[config.mk]
export PLATFORM = sky130hd
export DESIGN_NAME = knob_ema_deadband_pitch_mapper
export DESIGN_NICKNAME = d
export VERILOG_FILES = /design/src/hdl/kedpm_pkg.sv /design/src/hdl/kedpm_front.sv /design/src/hdl/kedpm_queue.sv /design/src/hdl/kedpm_back.sv /design/src/hdl/knob_ema_deadband_pitch_mapper.sv
export SDC_FILE = /design/constraint.sdc
export NUM_CORES = 2
export LEC_CHECK = 0
export ABC_AREA = 1
export BUFFER_PORTS_ARGS = -buffer_cell sky130_fd_sc_hd__buf_2
export CAP_MARGIN = 20
export CORE_ASPECT_RATIO = 0.9
export CORE_MARGIN = 2
export CORE_UTILIZATION = 50
export CTS_BUF_LIST = sky130_fd_sc_hd__clkbuf_4 sky130_fd_sc_hd__clkbuf_8
export DETAILED_ROUTE_END_ITERATION = 8
export PLACE_DENSITY = 0.67
export SYNTH_ARGS = -nofsm -noshare
export SYNTH_HDL_FRONTEND = slang
export SYNTH_SLANG_ARGS = --single-unit
[constraint.sdc]
create_clock -name clk -period 10.2 [get_ports clk]
set_input_delay 1.53 -clock clk [delete_from_list [all_inputs] [get_ports clk]]
set_output_delay 1.53 -clock clk [all_outputs]
set_load 0.005 [all_outputs]
[src/hdl/kedpm_pkg.sv]
`timescale 1ns / 1ps
`default_nettype none

package kedpm_pkg;

	localparam int AVG_SHIFT_DEF = 4;
	localparam int KNOB_BITS_DEF = 12;

	localparam int RAW_W      = 12;
	localparam int FILT_W     = 12;
	localparam int PITCH_W    = 18;
	localparam int TIME_W     = 32;
	localparam int INTERVAL_W = 16;
	localparam int SETTLE_W   = 16;
	localparam int LEVEL_W    = 12;
	localparam int CFG_IDX_W  = 3;
	localparam int CFG_DATA_W = 18;

	localparam int QUEUE_DEPTH = 4;

	localparam logic CMD_SAMPLE = 1'b0;
	localparam logic CMD_RESEED = 1'b1;

	localparam logic [INTERVAL_W-1:0] INTERVAL_RST  = 16'd100;
	localparam logic [SETTLE_W-1:0]   SETTLE_RST    = 16'd300;
	localparam logic [LEVEL_W-1:0]    DEADBAND_RST  = 12'd24;
	localparam logic [LEVEL_W-1:0]    ZERO_SNAP_RST = 12'd82;
	localparam logic [PITCH_W-1:0]    TOP_PITCH_RST = 18'd51200;

	typedef enum logic [CFG_IDX_W-1:0] {
		CFG_SAMPLE_INTERVAL = 3'd0,
		CFG_SETTLE          = 3'd1,
		CFG_DEADBAND        = 3'd2,
		CFG_ZERO_SNAP       = 3'd3,
		CFG_TOP_FIRST       = 3'd4,
		CFG_TOP_SECOND      = 3'd5
	} cfg_idx_t;

	// classification of one item, front to back
	typedef struct packed {
		logic write_first;
		logic write_second;
		logic zero_first;
		logic zero_second;
		logic settle_report;
	} item_flags_t;

endpackage

`default_nettype wire

[src/hdl/kedpm_front.sv]
`timescale 1ns / 1ps
`default_nettype none

module kedpm_front #(
	parameter int AVG_SHIFT = kedpm_pkg::AVG_SHIFT_DEF,
	parameter int KNOB_BITS = kedpm_pkg::KNOB_BITS_DEF
) (
	input  wire logic                                  clk,
	input  wire logic                                  arst_n,
	input  wire logic                                  in_valid,
	output logic                                       in_ready,
	input  wire logic                                  cmd,
	input  wire logic [kedpm_pkg::TIME_W-1:0]          now_ms,
	input  wire logic [kedpm_pkg::RAW_W-1:0]           raw_pot,
	input  wire logic                                  first_on,
	input  wire logic                                  second_on,
	input  wire logic [kedpm_pkg::INTERVAL_W-1:0]      sample_interval_ms,
	input  wire logic [kedpm_pkg::SETTLE_W-1:0]        settle_ms,
	input  wire logic [kedpm_pkg::LEVEL_W-1:0]         deadband,
	input  wire logic [kedpm_pkg::LEVEL_W-1:0]         zero_snap,
	input  wire logic                                  queue_full,
	output logic                                       push,
	output kedpm_pkg::item_flags_t                     push_flags,
	output logic [KNOB_BITS-1:0]                       push_level
);

	localparam int AW = KNOB_BITS + AVG_SHIFT;
	localparam int CW = (KNOB_BITS > kedpm_pkg::LEVEL_W) ? KNOB_BITS : kedpm_pkg::LEVEL_W;

	logic [kedpm_pkg::TIME_W-1:0] last_sample_q;
	logic                         have_sample_q;
	logic [AW-1:0]                acc_q;
	logic                         seeded_q;
	logic [KNOB_BITS-1:0]         ref_q;
	logic                         pending_q;
	logic [kedpm_pkg::TIME_W-1:0] last_change_q;

	logic [KNOB_BITS+kedpm_pkg::RAW_W-1:0] raw_wide;
	logic [KNOB_BITS-1:0]                  raw_k;
	logic [kedpm_pkg::TIME_W-1:0]          since_sample;
	logic [kedpm_pkg::TIME_W-1:0]          since_change;
	logic                                  too_soon;
	logic                                  take;
	logic                                  accept;
	logic [AW-1:0]                         acc_ema;
	logic [AW-1:0]                         acc_seed;
	logic [AW-1:0]                         acc_next;
	logic [KNOB_BITS-1:0]                  lvl_ema;
	logic [KNOB_BITS-1:0]                  moved;
	logic                                  moved_big;
	logic                                  settled;
	logic                                  moving;
	logic                                  at_zero;

	always_comb begin
		raw_wide     = (KNOB_BITS + kedpm_pkg::RAW_W)'(raw_pot);
		raw_k        = raw_wide[KNOB_BITS-1:0];
		since_sample = now_ms - last_sample_q;
		since_change = now_ms - last_change_q;
		too_soon     = have_sample_q &&
			(since_sample < kedpm_pkg::TIME_W'(sample_interval_ms));
		take         = (cmd == kedpm_pkg::CMD_SAMPLE) && (first_on || second_on) && !too_soon;
		accept       = in_valid && in_ready;

		acc_ema  = acc_q + AW'(raw_k) - (acc_q >> AVG_SHIFT);
		acc_seed = AW'(raw_k) << AVG_SHIFT;
		lvl_ema  = acc_ema[AW-1:AVG_SHIFT];
		moved    = (lvl_ema >= ref_q) ? (lvl_ema - ref_q) : (ref_q - lvl_ema);
		moved_big = CW'(moved) > CW'(deadband);
		settled  = pending_q && (since_change >= kedpm_pkg::TIME_W'(settle_ms));
		moving   = take && seeded_q && moved_big;
		at_zero  = CW'(lvl_ema) <= CW'(zero_snap);

		if (take) begin
			acc_next = seeded_q ? acc_ema : acc_seed;
		end else begin
			acc_next = acc_q;
		end
	end

	assign in_ready   = !queue_full;
	assign push       = accept;
	assign push_level = acc_next[AW-1:AVG_SHIFT];

	always_comb begin
		push_flags.write_first   = moving && first_on;
		push_flags.write_second  = moving && second_on;
		push_flags.zero_first    = at_zero;
		push_flags.zero_second   = at_zero;
		push_flags.settle_report = take && seeded_q && !moved_big && settled;
	end

	always_ff @(posedge clk or negedge arst_n) begin
		if (!arst_n) begin
			last_sample_q <= '0;
			have_sample_q <= 1'b0;
			acc_q         <= '0;
			seeded_q      <= 1'b0;
			ref_q         <= '0;
			pending_q     <= 1'b0;
			last_change_q <= '0;
		end else if (accept) begin
			if (cmd == kedpm_pkg::CMD_RESEED) begin
				pending_q <= 1'b0;
				seeded_q  <= 1'b0;
			end else if (take) begin
				last_sample_q <= now_ms;
				have_sample_q <= 1'b1;
				acc_q         <= acc_next;
				if (!seeded_q) begin
					seeded_q <= 1'b1;
					ref_q    <= raw_k;
				end else if (moved_big) begin
					ref_q         <= lvl_ema;
					last_change_q <= now_ms;
					pending_q     <= 1'b1;
				end else if (settled) begin
					pending_q <= 1'b0;
				end
			end
		end
	end

endmodule

`default_nettype wire

[src/hdl/kedpm_queue.sv]
`timescale 1ns / 1ps
`default_nettype none

module kedpm_queue #(
	parameter int DW = 8
) (
	input  wire logic          clk,
	input  wire logic          arst_n,
	input  wire logic          push,
	input  wire logic [DW-1:0] push_data,
	output logic               full,
	output logic               pop_valid,
	input  wire logic          pop_ready,
	output logic [DW-1:0]      pop_data
);

	localparam int DEPTH = kedpm_pkg::QUEUE_DEPTH;
	localparam int PW    = $clog2(DEPTH);
	localparam int CNTW  = $clog2(DEPTH + 1);

	logic [DW-1:0]   slot_q [DEPTH];
	logic [PW-1:0]   wr_q;
	logic [PW-1:0]   rd_q;
	logic [CNTW-1:0] count_q;
	logic            pop;

	assign full      = count_q == CNTW'(DEPTH);
	assign pop_valid = count_q != '0;
	assign pop       = pop_valid && pop_ready;
	assign pop_data  = slot_q[rd_q];

	always_ff @(posedge clk) begin
		if (push) begin
			slot_q[wr_q] <= push_data;
		end
	end

	always_ff @(posedge clk or negedge arst_n) begin
		if (!arst_n) begin
			wr_q    <= '0;
			rd_q    <= '0;
			count_q <= '0;
		end else begin
			if (push) begin
				wr_q <= wr_q + 1'b1;
			end
			if (pop) begin
				rd_q <= rd_q + 1'b1;
			end
			if (push && !pop) begin
				count_q <= count_q + 1'b1;
			end else if (pop && !push) begin
				count_q <= count_q - 1'b1;
			end
		end
	end

endmodule

`default_nettype wire

[src/hdl/kedpm_back.sv]
`timescale 1ns / 1ps
`default_nettype none

module kedpm_back #(
	parameter int KNOB_BITS = kedpm_pkg::KNOB_BITS_DEF
) (
	input  wire logic                             clk,
	input  wire logic                             arst_n,
	input  wire logic                             pop_valid,
	output logic                                  pop_ready,
	input  wire kedpm_pkg::item_flags_t           pop_flags,
	input  wire logic [KNOB_BITS-1:0]             pop_level,
	input  wire logic [kedpm_pkg::PITCH_W-1:0]    top_pitch_first,
	input  wire logic [kedpm_pkg::PITCH_W-1:0]    top_pitch_second,
	output logic                                  out_valid,
	input  wire logic                             out_ready,
	output logic                                  write_first,
	output logic                                  write_second,
	output logic [kedpm_pkg::PITCH_W-1:0]         pitch_first,
	output logic [kedpm_pkg::PITCH_W-1:0]         pitch_second,
	output logic                                  settle_report,
	output logic [kedpm_pkg::FILT_W-1:0]          filtered_level
);

	localparam int PW  = kedpm_pkg::PITCH_W;
	localparam int XW  = KNOB_BITS + PW;
	localparam int NT  = (XW + KNOB_BITS - 1) / KNOB_BITS;
	localparam int RW  = KNOB_BITS + 4;
	localparam int DIV = (1 << KNOB_BITS) - 1;

	// x / (2^K - 1) estimated as sum of x >> iK; short by at most NT
	function automatic logic [PW-1:0] est_quot(input logic [XW-1:0] x);
		logic [XW-1:0] s;
		s = '0;
		for (int i = 1; i <= NT; i++) begin
			s = s + (x >> (KNOB_BITS * i));
		end
		return s[PW-1:0];
	endfunction

	function automatic logic [RW-1:0] est_rem(input logic [XW-1:0] x,
			input logic [PW-1:0] q);
		logic [XW:0] t;
		t = {1'b0, x} - ((XW + 1)'(q) << KNOB_BITS) + (XW + 1)'(q);
		return t[RW-1:0];
	endfunction

	function automatic logic [PW-1:0] fix_quot(input logic [PW-1:0] q,
			input logic [RW-1:0] r);
		logic [PW-1:0] c;
		c = '0;
		for (int j = 1; j <= NT; j++) begin
			if (r >= RW'(j * DIV)) begin
				c = c + 1'b1;
			end
		end
		return q + c;
	endfunction

	logic                    adv;

	logic                    valid_s1;
	kedpm_pkg::item_flags_t  flags_s1;
	logic [KNOB_BITS-1:0]    level_s1;
	logic [XW-1:0]           prod_first_s1;
	logic [XW-1:0]           prod_second_s1;

	logic                    valid_s2;
	kedpm_pkg::item_flags_t  flags_s2;
	logic [KNOB_BITS-1:0]    level_s2;
	logic [PW-1:0]           quot_first_s2;
	logic [PW-1:0]           quot_second_s2;
	logic [RW-1:0]           rem_first_s2;
	logic [RW-1:0]           rem_second_s2;

	logic                    valid_s3;
	logic                    write_first_s3;
	logic                    write_second_s3;
	logic [PW-1:0]           pitch_first_s3;
	logic [PW-1:0]           pitch_second_s3;
	logic                    report_s3;
	logic [KNOB_BITS-1:0]    level_s3;

	logic [PW-1:0]           quot_first_est;
	logic [PW-1:0]           quot_second_est;
	logic [PW-1:0]           quot_first_fix;
	logic [PW-1:0]           quot_second_fix;

	assign adv       = !valid_s3 || out_ready;
	assign pop_ready = adv;

	always_comb begin
		quot_first_est  = est_quot(prod_first_s1);
		quot_second_est = est_quot(prod_second_s1);
		quot_first_fix  = fix_quot(quot_first_s2, rem_first_s2);
		quot_second_fix = fix_quot(quot_second_s2, rem_second_s2);
	end

	always_ff @(posedge clk or negedge arst_n) begin
		if (!arst_n) begin
			valid_s1 <= 1'b0;
			valid_s2 <= 1'b0;
			valid_s3 <= 1'b0;
		end else if (adv) begin
			valid_s1 <= pop_valid;
			valid_s2 <= valid_s1;
			valid_s3 <= valid_s2;
		end
	end

	always_ff @(posedge clk) begin
		if (adv) begin
			flags_s1       <= pop_flags;
			level_s1       <= pop_level;
			prod_first_s1  <= XW'(pop_level) * XW'(top_pitch_first);
			prod_second_s1 <= XW'(pop_level) * XW'(top_pitch_second);

			flags_s2       <= flags_s1;
			level_s2       <= level_s1;
			quot_first_s2  <= quot_first_est;
			quot_second_s2 <= quot_second_est;
			rem_first_s2   <= est_rem(prod_first_s1, quot_first_est);
			rem_second_s2  <= est_rem(prod_second_s1, quot_second_est);

			write_first_s3  <= flags_s2.write_first;
			write_second_s3 <= flags_s2.write_second;
			pitch_first_s3  <= (flags_s2.write_first && !flags_s2.zero_first) ?
				quot_first_fix : '0;
			pitch_second_s3 <= (flags_s2.write_second && !flags_s2.zero_second) ?
				quot_second_fix : '0;
			report_s3       <= flags_s2.settle_report;
			level_s3        <= level_s2;
		end
	end

	assign out_valid      = valid_s3;
	assign write_first    = write_first_s3;
	assign write_second   = write_second_s3;
	assign pitch_first    = pitch_first_s3;
	assign pitch_second   = pitch_second_s3;
	assign settle_report  = report_s3;
	assign filtered_level = kedpm_pkg::FILT_W'(level_s3);

endmodule

`default_nettype wire

[src/hdl/knob_ema_deadband_pitch_mapper.sv]
// An accepted item is written into the queue, then moves through pitch stages s1, s2 and s3 to the output.
// Throughput: one item per cycle while the queue is not full; the front updates its filter state as it accepts an item.
// A 4-entry queue lets the front keep accepting while the 3-stage pitch pipeline is stalled.
// Reset (arst_n low): config registers return to their defaults, valid and queue state clears, filter state is cleared.
`timescale 1ns / 1ps
`default_nettype none

module knob_ema_deadband_pitch_mapper #(
	parameter int AVG_SHIFT = kedpm_pkg::AVG_SHIFT_DEF,
	parameter int KNOB_BITS = kedpm_pkg::KNOB_BITS_DEF
) (
	input  wire logic                               clk,
	input  wire logic                               arst_n,
	input  wire logic                               in_valid,
	output logic                                    in_ready,
	input  wire logic                               cmd,
	input  wire logic [kedpm_pkg::TIME_W-1:0]       now_ms,
	input  wire logic [kedpm_pkg::RAW_W-1:0]        raw_pot,
	input  wire logic                               first_on,
	input  wire logic                               second_on,
	output logic                                    out_valid,
	input  wire logic                               out_ready,
	output logic                                    write_first,
	output logic                                    write_second,
	output logic [kedpm_pkg::PITCH_W-1:0]           pitch_first,
	output logic [kedpm_pkg::PITCH_W-1:0]           pitch_second,
	output logic                                    settle_report,
	output logic [kedpm_pkg::FILT_W-1:0]            filtered_level,
	input  wire logic                               cfg_valid,
	output logic                                    cfg_ready,
	input  wire logic [kedpm_pkg::CFG_IDX_W-1:0]    cfg_index,
	input  wire logic [kedpm_pkg::CFG_DATA_W-1:0]   cfg_data
);

	localparam int FW = $bits(kedpm_pkg::item_flags_t);
	localparam int DW = FW + KNOB_BITS;

	logic [kedpm_pkg::INTERVAL_W-1:0] interval_q;
	logic [kedpm_pkg::SETTLE_W-1:0]   settle_q;
	logic [kedpm_pkg::LEVEL_W-1:0]    deadband_q;
	logic [kedpm_pkg::LEVEL_W-1:0]    zero_snap_q;
	logic [kedpm_pkg::PITCH_W-1:0]    top_first_q;
	logic [kedpm_pkg::PITCH_W-1:0]    top_second_q;

	logic                   queue_full;
	logic                   push;
	kedpm_pkg::item_flags_t push_flags;
	logic [KNOB_BITS-1:0]   push_level;
	logic                   pop_valid;
	logic                   pop_ready;
	logic [DW-1:0]          pop_data;
	kedpm_pkg::item_flags_t pop_flags;
	logic [KNOB_BITS-1:0]   pop_level;

	assign cfg_ready = 1'b1;

	always_ff @(posedge clk or negedge arst_n) begin
		if (!arst_n) begin
			interval_q   <= kedpm_pkg::INTERVAL_RST;
			settle_q     <= kedpm_pkg::SETTLE_RST;
			deadband_q   <= kedpm_pkg::DEADBAND_RST;
			zero_snap_q  <= kedpm_pkg::ZERO_SNAP_RST;
			top_first_q  <= kedpm_pkg::TOP_PITCH_RST;
			top_second_q <= kedpm_pkg::TOP_PITCH_RST;
		end else if (cfg_valid && cfg_ready) begin
			case (kedpm_pkg::cfg_idx_t'(cfg_index))
				kedpm_pkg::CFG_SAMPLE_INTERVAL: begin
					interval_q <= cfg_data[kedpm_pkg::INTERVAL_W-1:0];
				end
				kedpm_pkg::CFG_SETTLE: begin
					settle_q <= cfg_data[kedpm_pkg::SETTLE_W-1:0];
				end
				kedpm_pkg::CFG_DEADBAND: begin
					deadband_q <= cfg_data[kedpm_pkg::LEVEL_W-1:0];
				end
				kedpm_pkg::CFG_ZERO_SNAP: begin
					zero_snap_q <= cfg_data[kedpm_pkg::LEVEL_W-1:0];
				end
				kedpm_pkg::CFG_TOP_FIRST: begin
					top_first_q <= cfg_data[kedpm_pkg::PITCH_W-1:0];
				end
				kedpm_pkg::CFG_TOP_SECOND: begin
					top_second_q <= cfg_data[kedpm_pkg::PITCH_W-1:0];
				end
				default: begin
				end
			endcase
		end
	end

	kedpm_front #(
		.AVG_SHIFT (AVG_SHIFT),
		.KNOB_BITS (KNOB_BITS)
	) u_front (
		.clk                (clk),
		.arst_n             (arst_n),
		.in_valid           (in_valid),
		.in_ready           (in_ready),
		.cmd                (cmd),
		.now_ms             (now_ms),
		.raw_pot            (raw_pot),
		.first_on           (first_on),
		.second_on          (second_on),
		.sample_interval_ms (interval_q),
		.settle_ms          (settle_q),
		.deadband           (deadband_q),
		.zero_snap          (zero_snap_q),
		.queue_full         (queue_full),
		.push               (push),
		.push_flags         (push_flags),
		.push_level         (push_level)
	);

	kedpm_queue #(
		.DW (DW)
	) u_queue (
		.clk       (clk),
		.arst_n    (arst_n),
		.push      (push),
		.push_data ({push_flags, push_level}),
		.full      (queue_full),
		.pop_valid (pop_valid),
		.pop_ready (pop_ready),
		.pop_data  (pop_data)
	);

	assign pop_flags = kedpm_pkg::item_flags_t'(pop_data[DW-1:KNOB_BITS]);
	assign pop_level = pop_data[KNOB_BITS-1:0];

	kedpm_back #(
		.KNOB_BITS (KNOB_BITS)
	) u_back (
		.clk              (clk),
		.arst_n           (arst_n),
		.pop_valid        (pop_valid),
		.pop_ready        (pop_ready),
		.pop_flags        (pop_flags),
		.pop_level        (pop_level),
		.top_pitch_first  (top_first_q),
		.top_pitch_second (top_second_q),
		.out_valid        (out_valid),
		.out_ready        (out_ready),
		.write_first      (write_first),
		.write_second     (write_second),
		.pitch_first      (pitch_first),
		.pitch_second     (pitch_second),
		.settle_report    (settle_report),
		.filtered_level   (filtered_level)
	);

endmodule

`default_nettype wire
; ---- Word level (Yosys, flattened, before mapping)
; Memory sizes are Yosys's and may differ from the RTL's.
; Index checks and enable logic that the tools add are counted.
[totals]
input_bits = 73
elab_cells = 152
mem_count = 1
ramBits = 68
ff_bits = 410
[memory_table]
columns = name, words, width, rd, rd_clocked_by_memory_dff, write_ports, line_no
row1 = u_queue.slot_q, 4, 17, 1, 0, 1, kedpm_queue.sv:21  ; logic [DW-1:0] slot_q [DEPTH];
[classes]
order_cmp = 11
mux = 22
addsub = 22
n_bitwise = 1
n_eq_ne = 7
reduce_logical = 43
mul = 2
[ops]
columns = cell, count
row1 = $add 18x1->18 const B, 4
row2 = $mux 18, 4
row3 = $sub 32x32->32, 2
row4 = $mul 12x18->30, 2
row5 = $add 18x18->18, 2
row6 = $add 18x6->18, 2
row7 = $mux 12, 3
row8 = $add 16x16->16, 2
row9 = $ge 16x12->1 const B, 2
row10 = $ge 16x13->1 const B, 2
row11 = $ge 16x14->1 const B, 2
row12 = $ge 32x16->1, 1
row13 = $lt 32x16->1, 1
row14 = $mux 16, 2
row15 = $sub 16x16->16, 2
row16 = $sub 12x12->12, 2
row17 = $add 16x12->16, 1
row18 = $logic_and 1x1->1, 16
row19 = $sub 16x12->16, 1
row20 = $reduce_and 2->1, 7
row21 = $ge 12x12->1, 1
row22 = $gt 12x12->1, 1
row23 = $le 12x12->1, 1
row24 = $mux 1, 11
row25 = 17 further kinds, 34

; ---- Longest topological paths before layout
[logic_depth]
word_depth = 9
mapped_depth = 42

; ---- Cells and area by module
; From an unflattened synthesis, not the netlist that was laid out.
[unflattened]
hier_cells = 5916
area_unflattened_um2 = 45382.3
[by_module_without_submodules]
columns = mod, cells_each, area_per_inst_um2, seq_area_each_um2, instances
row1 = kedpm_back, 3173, 25913.6, 6471.2, 1
row2 = kedpm_front, 2078, 12598.3, 2377.3, 1
row3 = knob_ema_deadband_pitch_mapper, 412, 3702.3, 2324.7, 1
row4 = kedpm_queue, 253, 3168.0, 2217.1, 1

; ---- Least setup slack after synthesis
; OpenSTA, ideal clock, no wires.
[synth_path]
kind = input -> register
startpoint = input out_ready
endpoint = register u_queue.count_q[1]
required_ps = 10075
slack_ps = 1910
path_buffers = 0
stages = 7
setup_ps = 125
t_arrival_ps = 8166
path_cell_list = inv_1 nand2_1 o31ai_1 ha_1 inv_1 fa_1 mux2_2
[synth_between]
elab_chain_cells = 5
word_cells_on_any_way = 7
cone_classes = mux (1) / reduce/logical (6)
[synth_lines]
columns = element, line_no
row1 = start: declaration, knob_ema_deadband_pitch_mapper.sv:22  ; input wire logic out_ready,
row2 = $logic_or 1x1->1 *, kedpm_back.sv:89  ; assign adv = !valid_s3 || out_ready;
row3 = $logic_and 1x1->1 *, kedpm_queue.sv:29  ; assign pop = pop_valid && pop_ready;
row4 = $logic_not 1->1, kedpm_queue.sv:50  ; if (push && !pop) begin
row5 = $logic_and 1x1->1, kedpm_queue.sv:50
row6 = $mux 3 / $reduce_bool 2->1 (equally long branches), n/a
row7 = end signal: assignment, kedpm_queue.sv:51  ; count_q <= count_q + 1'b1;
row8 = end signal: assignment, kedpm_queue.sv:53  ; count_q <= count_q - 1'b1;
row9 = end: declaration, kedpm_queue.sv:24  ; logic [CNTW-1:0] count_q;
; Every way passes the cells marked *; elsewhere a longest branch is shown, timed or not.
; A chain may end at the register's enable or synchronous reset.

; ---- Worst setup path in the final report
[layout_path]
startpoint = input raw_pot[1] (netlist bit)
endpoint = register u_front.last_change_q[4] (netlist bit)
[layout_between]
elab_chain_cells = 6
word_cells_on_any_way = 8
cone_classes = add/sub (4) / order compare (2) / mux (1) / reduce/logical (1)
[layout_lines]
columns = element, line_no
row1 = start: declaration, knob_ema_deadband_pitch_mapper.sv:18  ; input wire logic [kedpm_pkg::RAW_W-1:0] raw_pot,
row2 = $add 16x12->16 *, kedpm_front.sv:65  ; acc_ema = acc_q + AW'(raw_k) - (acc_q >> AVG_SHIFT);
row3 = $sub 16x12->16 *, kedpm_front.sv:65
row4 = $sub 12x12->12 / $ge 12x12->1 (equally long branches), kedpm_front.sv:68  ; moved = (lvl_ema >= ref_q) ? (lvl_ema - ref_q) : (ref_q - lvl_ema);
row5 = $mux 12 *, kedpm_front.sv:68
row6 = $gt 12x12->1 *, kedpm_front.sv:69  ; moved_big = CW'(moved) > CW'(deadband);
row7 = $reduce_and 5->1 (no line) *, n/a
row8 = end signal: assignment, kedpm_front.sv:115  ; last_change_q <= now_ms;
row9 = end: declaration, kedpm_front.sv:36  ; logic [kedpm_pkg::TIME_W-1:0] last_change_q;
; Marks and branches as above.

==> impl_metrics.prom <==
# TYPE chip_impl_metric gauge
chip_impl_info{name="cts_tree",value="yes"} 1
chip_impl_info{name="setup_repair_after_global_routing_missed_its_margin",value="no"} 1
chip_impl_metric{name="detail_route.drc_violations",unit=""} 0
chip_impl_metric{name="maximum_root_to_sink_buffer_count",unit=""} 3
chip_impl_info{name="worst_hold_path_type",value="flop to flop"} 1
chip_impl_metric{name="grt_start_max_net_pins",unit=""} 164
chip_impl_info{name="outcome",value="finished clean"} 1
chip_impl_info{name="ys_dominant_reg_cell",value="sky130_fd_sc_hd__edfxtp_1"} 1
chip_impl_info{name="cts_root_buffer",value="sky130_fd_sc_hd__clkbuf_8"} 1
chip_impl_metric{name="grt_antenna_before_repair",unit=""} 3
chip_impl_metric{name="post_cts_resized",unit=""} 0
chip_impl_metric{name="vias_per_cell",unit=""} 5.024
chip_impl_metric{name="detail_route.first_pass.iterations",unit=""} 6
chip_impl_metric{name="cap_violations",unit=""} 0
chip_impl_info{name="critPathLaunchType",value="input pin"} 1
chip_impl_metric{name="share_of_the_cycle_needed_by_the_critical_path_after_routing",unit="%"} 79.34
chip_impl_metric{name="globalRouteTotalUtil",unit="%"} 24.29
chip_impl_metric{name="initialDrtViolationCount",unit=""} 2315
chip_impl_metric{name="yosysSeqAreaShare",unit="%"} 31.52
chip_impl_metric{name="fp.coreArea",unit="µm²"} 82830
chip_impl_metric{name="first_global_vias",unit=""} 31980
chip_impl_metric{name="timing.critical_path.fanout_max",unit=""} 60
chip_impl_metric{name="post_cts.repair.setup_buffers",unit=""} 0
chip_impl_metric{name="hpwlAfterDp",unit="µm"} 79060
chip_impl_metric{name="gp_congestion",unit=""} 0.9300
chip_impl_info{name="slowest_stage",value="sky130_fd_sc_hd__nand4_1"} 1
chip_impl_metric{name="ios",unit=""} 127
chip_impl_metric{name="number_of_enable_type_register_cells_in_the_synthesized_netlist",unit=""} 275
chip_impl_metric{name="fillCellCount",unit=""} 7872
chip_impl_metric{name="clock-sinks",unit=""} 472
chip_impl_metric{name="detailroute.via_count",unit=""} 32310
chip_impl_metric{name="syn_area",unit="µm²"} 41910
chip_impl_metric{name="portBuffers",unit=""} 125
chip_impl_metric{name="post_synth.cell_area_avg",unit="µm²"} 8.193
chip_impl_metric{name="arrival",unit="ns"} 8.65
chip_impl_info{name="post_synth_main_area_contributors",value="sky130_fd_sc_hd__edfxtp_1, sky130_fd_sc_hd__fa_1, sky130_fd_sc_hd__nand2_1"} 1
chip_impl_metric{name="synth-warning-count",unit=""} 0
chip_impl_info{name="synth_most_common_cell",value="sky130_fd_sc_hd__nand2_1"} 1
chip_impl_info{name="crit_path_end_kind",value="flop"} 1
chip_impl_metric{name="cpPeakStageDelay",unit="ns"} 0.66
chip_impl_metric{name="ys_ff_latch",unit=""} 472
chip_impl_metric{name="final.setup_skew",unit="ns"} 0.04336
chip_impl_info{name="worst_path_most_repeated_cell",value="sky130_fd_sc_hd__nand2_1"} 1
chip_impl_metric{name="clk_pin_slew",unit="ns"} 0.06
chip_impl_metric{name="nNetsFinal",unit=""} 6021
chip_impl_metric{name="cts-hold-fix-buffers",unit=""} 0
chip_impl_metric{name="cp_data_required_time",unit="ns"} 10.75
chip_impl_metric{name="ant_nets",unit=""} 0
chip_impl_metric{name="timing.max_slew.rel_slack",unit="%"} 24.08
chip_impl_metric{name="final_layout_size_suffix_gt1_share",unit="%"} 6.991
chip_impl_metric{name="finalHoldViolCount",unit=""} 0
chip_impl_metric{name="die_h",unit="µm"} 278.7
chip_impl_metric{name="netlist.area_leader.share",unit="%"} 19.71
chip_impl_metric{name="insertion_delay",unit="ns"} 0.74
chip_impl_metric{name="chipWidth",unit="µm"} 309.2
chip_impl_metric{name="area_delta_synth_final",unit="%"} 8.862
chip_impl_metric{name="syn_nets",unit=""} 5904
chip_impl_metric{name="synthesis.instances",unit=""} 5115
chip_impl_metric{name="post_synth_num_cell_types",unit=""} 58
chip_impl_metric{name="initial_utilization",unit="%"} 50.59
chip_impl_info{name="timing.setup.critical_path_class",value="input pin to flop"} 1
chip_impl_metric{name="std_cell_rows",unit=""} 100
chip_impl_info{name="synthDominantAreaCellType",value="sky130_fd_sc_hd__edfxtp_1"} 1
chip_impl_metric{name="postSynth.asyncResetShare",unit="%"} 41.74
chip_impl_metric{name="finalWirelength",unit="µm"} 101100
chip_impl_info{name="synth.top_cells.by_count",value="sky130_fd_sc_hd__nand2_1, sky130_fd_sc_hd__inv_1, sky130_fd_sc_hd__ha_1, sky130_fd_sc_hd__nor2_1, sky130_fd_sc_hd__fa_1"} 1
chip_impl_metric{name="max_h_tree_level",unit=""} 3
chip_impl_metric{name="numCtsBuffers",unit=""} 87
chip_impl_metric{name="routed_wire_length_per_instance",unit="µm"} 15.72
chip_impl_metric{name="grt_first_pass_wirelength",unit="µm"} 165800
chip_impl_metric{name="setup_violators_final",unit=""} 0
chip_impl_metric{name="drv_slew",unit=""} 0
chip_impl_metric{name="timing_worst_slew_pin_value",unit="ns"} 1.127
chip_impl_metric{name="max_freq",unit="MHz"} 123.6
chip_impl_metric{name="dieArea",unit="µm²"} 86150
chip_impl_metric{name="timing.final.crit_period",unit="ns"} 8.093
chip_impl_metric{name="setup-tns-final",unit="ns"} 0
chip_impl_metric{name="gr-total-overflow",unit=""} 0
==> cells in the final DEF, fill, tap and decap left out, types with 124 or more instances in the layout <==
| master | count |
|---|---|
| sky130_fd_sc_hd__inv_1 | 1099 |
| sky130_fd_sc_hd__dfrtp_1 | 179 |
| sky130_fd_sc_hd__buf_2 | 124 |
| sky130_fd_sc_hd__nand2_1 | 1334 |
| sky130_fd_sc_hd__ha_1 | 371 |
| sky130_fd_sc_hd__o21ai_0 | 259 |
| sky130_fd_sc_hd__a21oi_1 | 197 |
| sky130_fd_sc_hd__edfxtp_1 | 275 |
| sky130_fd_sc_hd__fa_1 | 345 |
| sky130_fd_sc_hd__nor2_1 | 354 |
==> path summary, 6_finish.rpt <==
check                                   start                   endpoint  slack [ns]  depth (start not counted)
max in group asynchronous              arst_n         u_queue.count_q[1]        7.25                          3
setup reg to reg              u_queue.rd_q[0]   u_back.prod_first_s1[20]        2.48                         24
hold reg to reg            u_back.level_s1[4]         u_back.level_s2[4]        0.41                          0
min in group asynchronous              arst_n  u_front.last_change_q[16]        0.82                          1
setup / recovery                   raw_pot[1]   u_front.last_change_q[4]        2.11                         40
hold / removal             u_back.level_s1[4]         u_back.level_s2[4]        0.41                          0
==> through the flow <==
step	worst slack (ns)	hold slack [ns]	std cells	area (µm²)	utilization, %
floorplan	1.910	0.4003	5115	41910	-
global placement	1.482	0.4008	6262	43620	52.66
detailed placement	1.380	0.4045	6262	43620	52.66
CTS	2.173	0.4168	6426	45540	54.99
global route	1.221	0.4212	6431	45620	55.08
finish	2.107	0.4136	6431	45620	55.08
==> area by class of cell <==
| cell class | count | area, µm² | area share, % |
|---|---|---|---|
| clock inverter | 40 | 385.4 | 0.8447 |
| sequential | 472 | 13210 | 28.96 |
| multi-input combinational | 3410 | 24010 | 52.64 |
| timing repair buffer | 151 | 889.6 | 1.950 |
| antenna | 2 | 5.005 | 0.01097 |
| inverter | 1110 | 4168 | 9.136 |
| clock buffer | 124 | 1544 | 3.384 |
| tap | 1122 | 1404 | 3.077 |
==> critical path, delay by kind of cell <==
family | cells | cell delay [ns]
xor+xnor | 1 | 0.16
simple gates | 19 | 2.41
compound gates | 8 | 2.08
buf+inv | 8 | 0.92
fa+ha+maj | 4 | 1.48
==> metal layers <==
| metal | wire length [µm] | GRT usage (%) |
|---|---|---|
| met1 | 45940 | 33.37 |
| met2 | 47060 | 40.05 |
| met3 | 5483 | 3.613 |
| met4 | 2604 | 6.809 |
| met5 | 0 | 0 |
==> sequential cells by signal, indices dropped and copies added (netlist names), 12 cells and up <==
name,flops
u_queue.slot_q,64
u_front.last_change_q,32
u_front.last_sample_q,32
u_back.prod_first_s1,30
u_back.prod_second_s1,30
top_first_q,18
top_second_q,18
u_back.pitch_first,18
u_back.pitch_second,18
u_back.quot_first_s2,18
u_back.quot_second_s2,18
interval_q,16
settle_q,16
u_back.rem_first_s2,16
u_back.rem_second_s2,16
u_front.acc_q,16
deadband_q,12
u_back.filtered_level,12
u_back.level_s1,12
u_back.level_s2,12
u_front.ref_q,12
zero_snap_q,12
==> logic make-up (layout without fill, tap and decap cells) <==
kind of cell / after synthesis / after routing / share of synthesized area, %
compound gates: 581 / 581 / 7.569
flops: 472 / 472 / 31.52
fa+ha+maj: 716 / 716 / 27.56
simple gates: 1931 / 1931 / 18.33
buf+inv: 1233 / 1425 / 11.21
xor+xnor: 176 / 176 / 3.678
mux: 5 / 5 / 0.1224
other cells: 1 / 3 / 0.008949
Power is left out: the tool's default activity adds up to more than one toggle a clock period on the data nets, which glitch-free logic cannot reach.
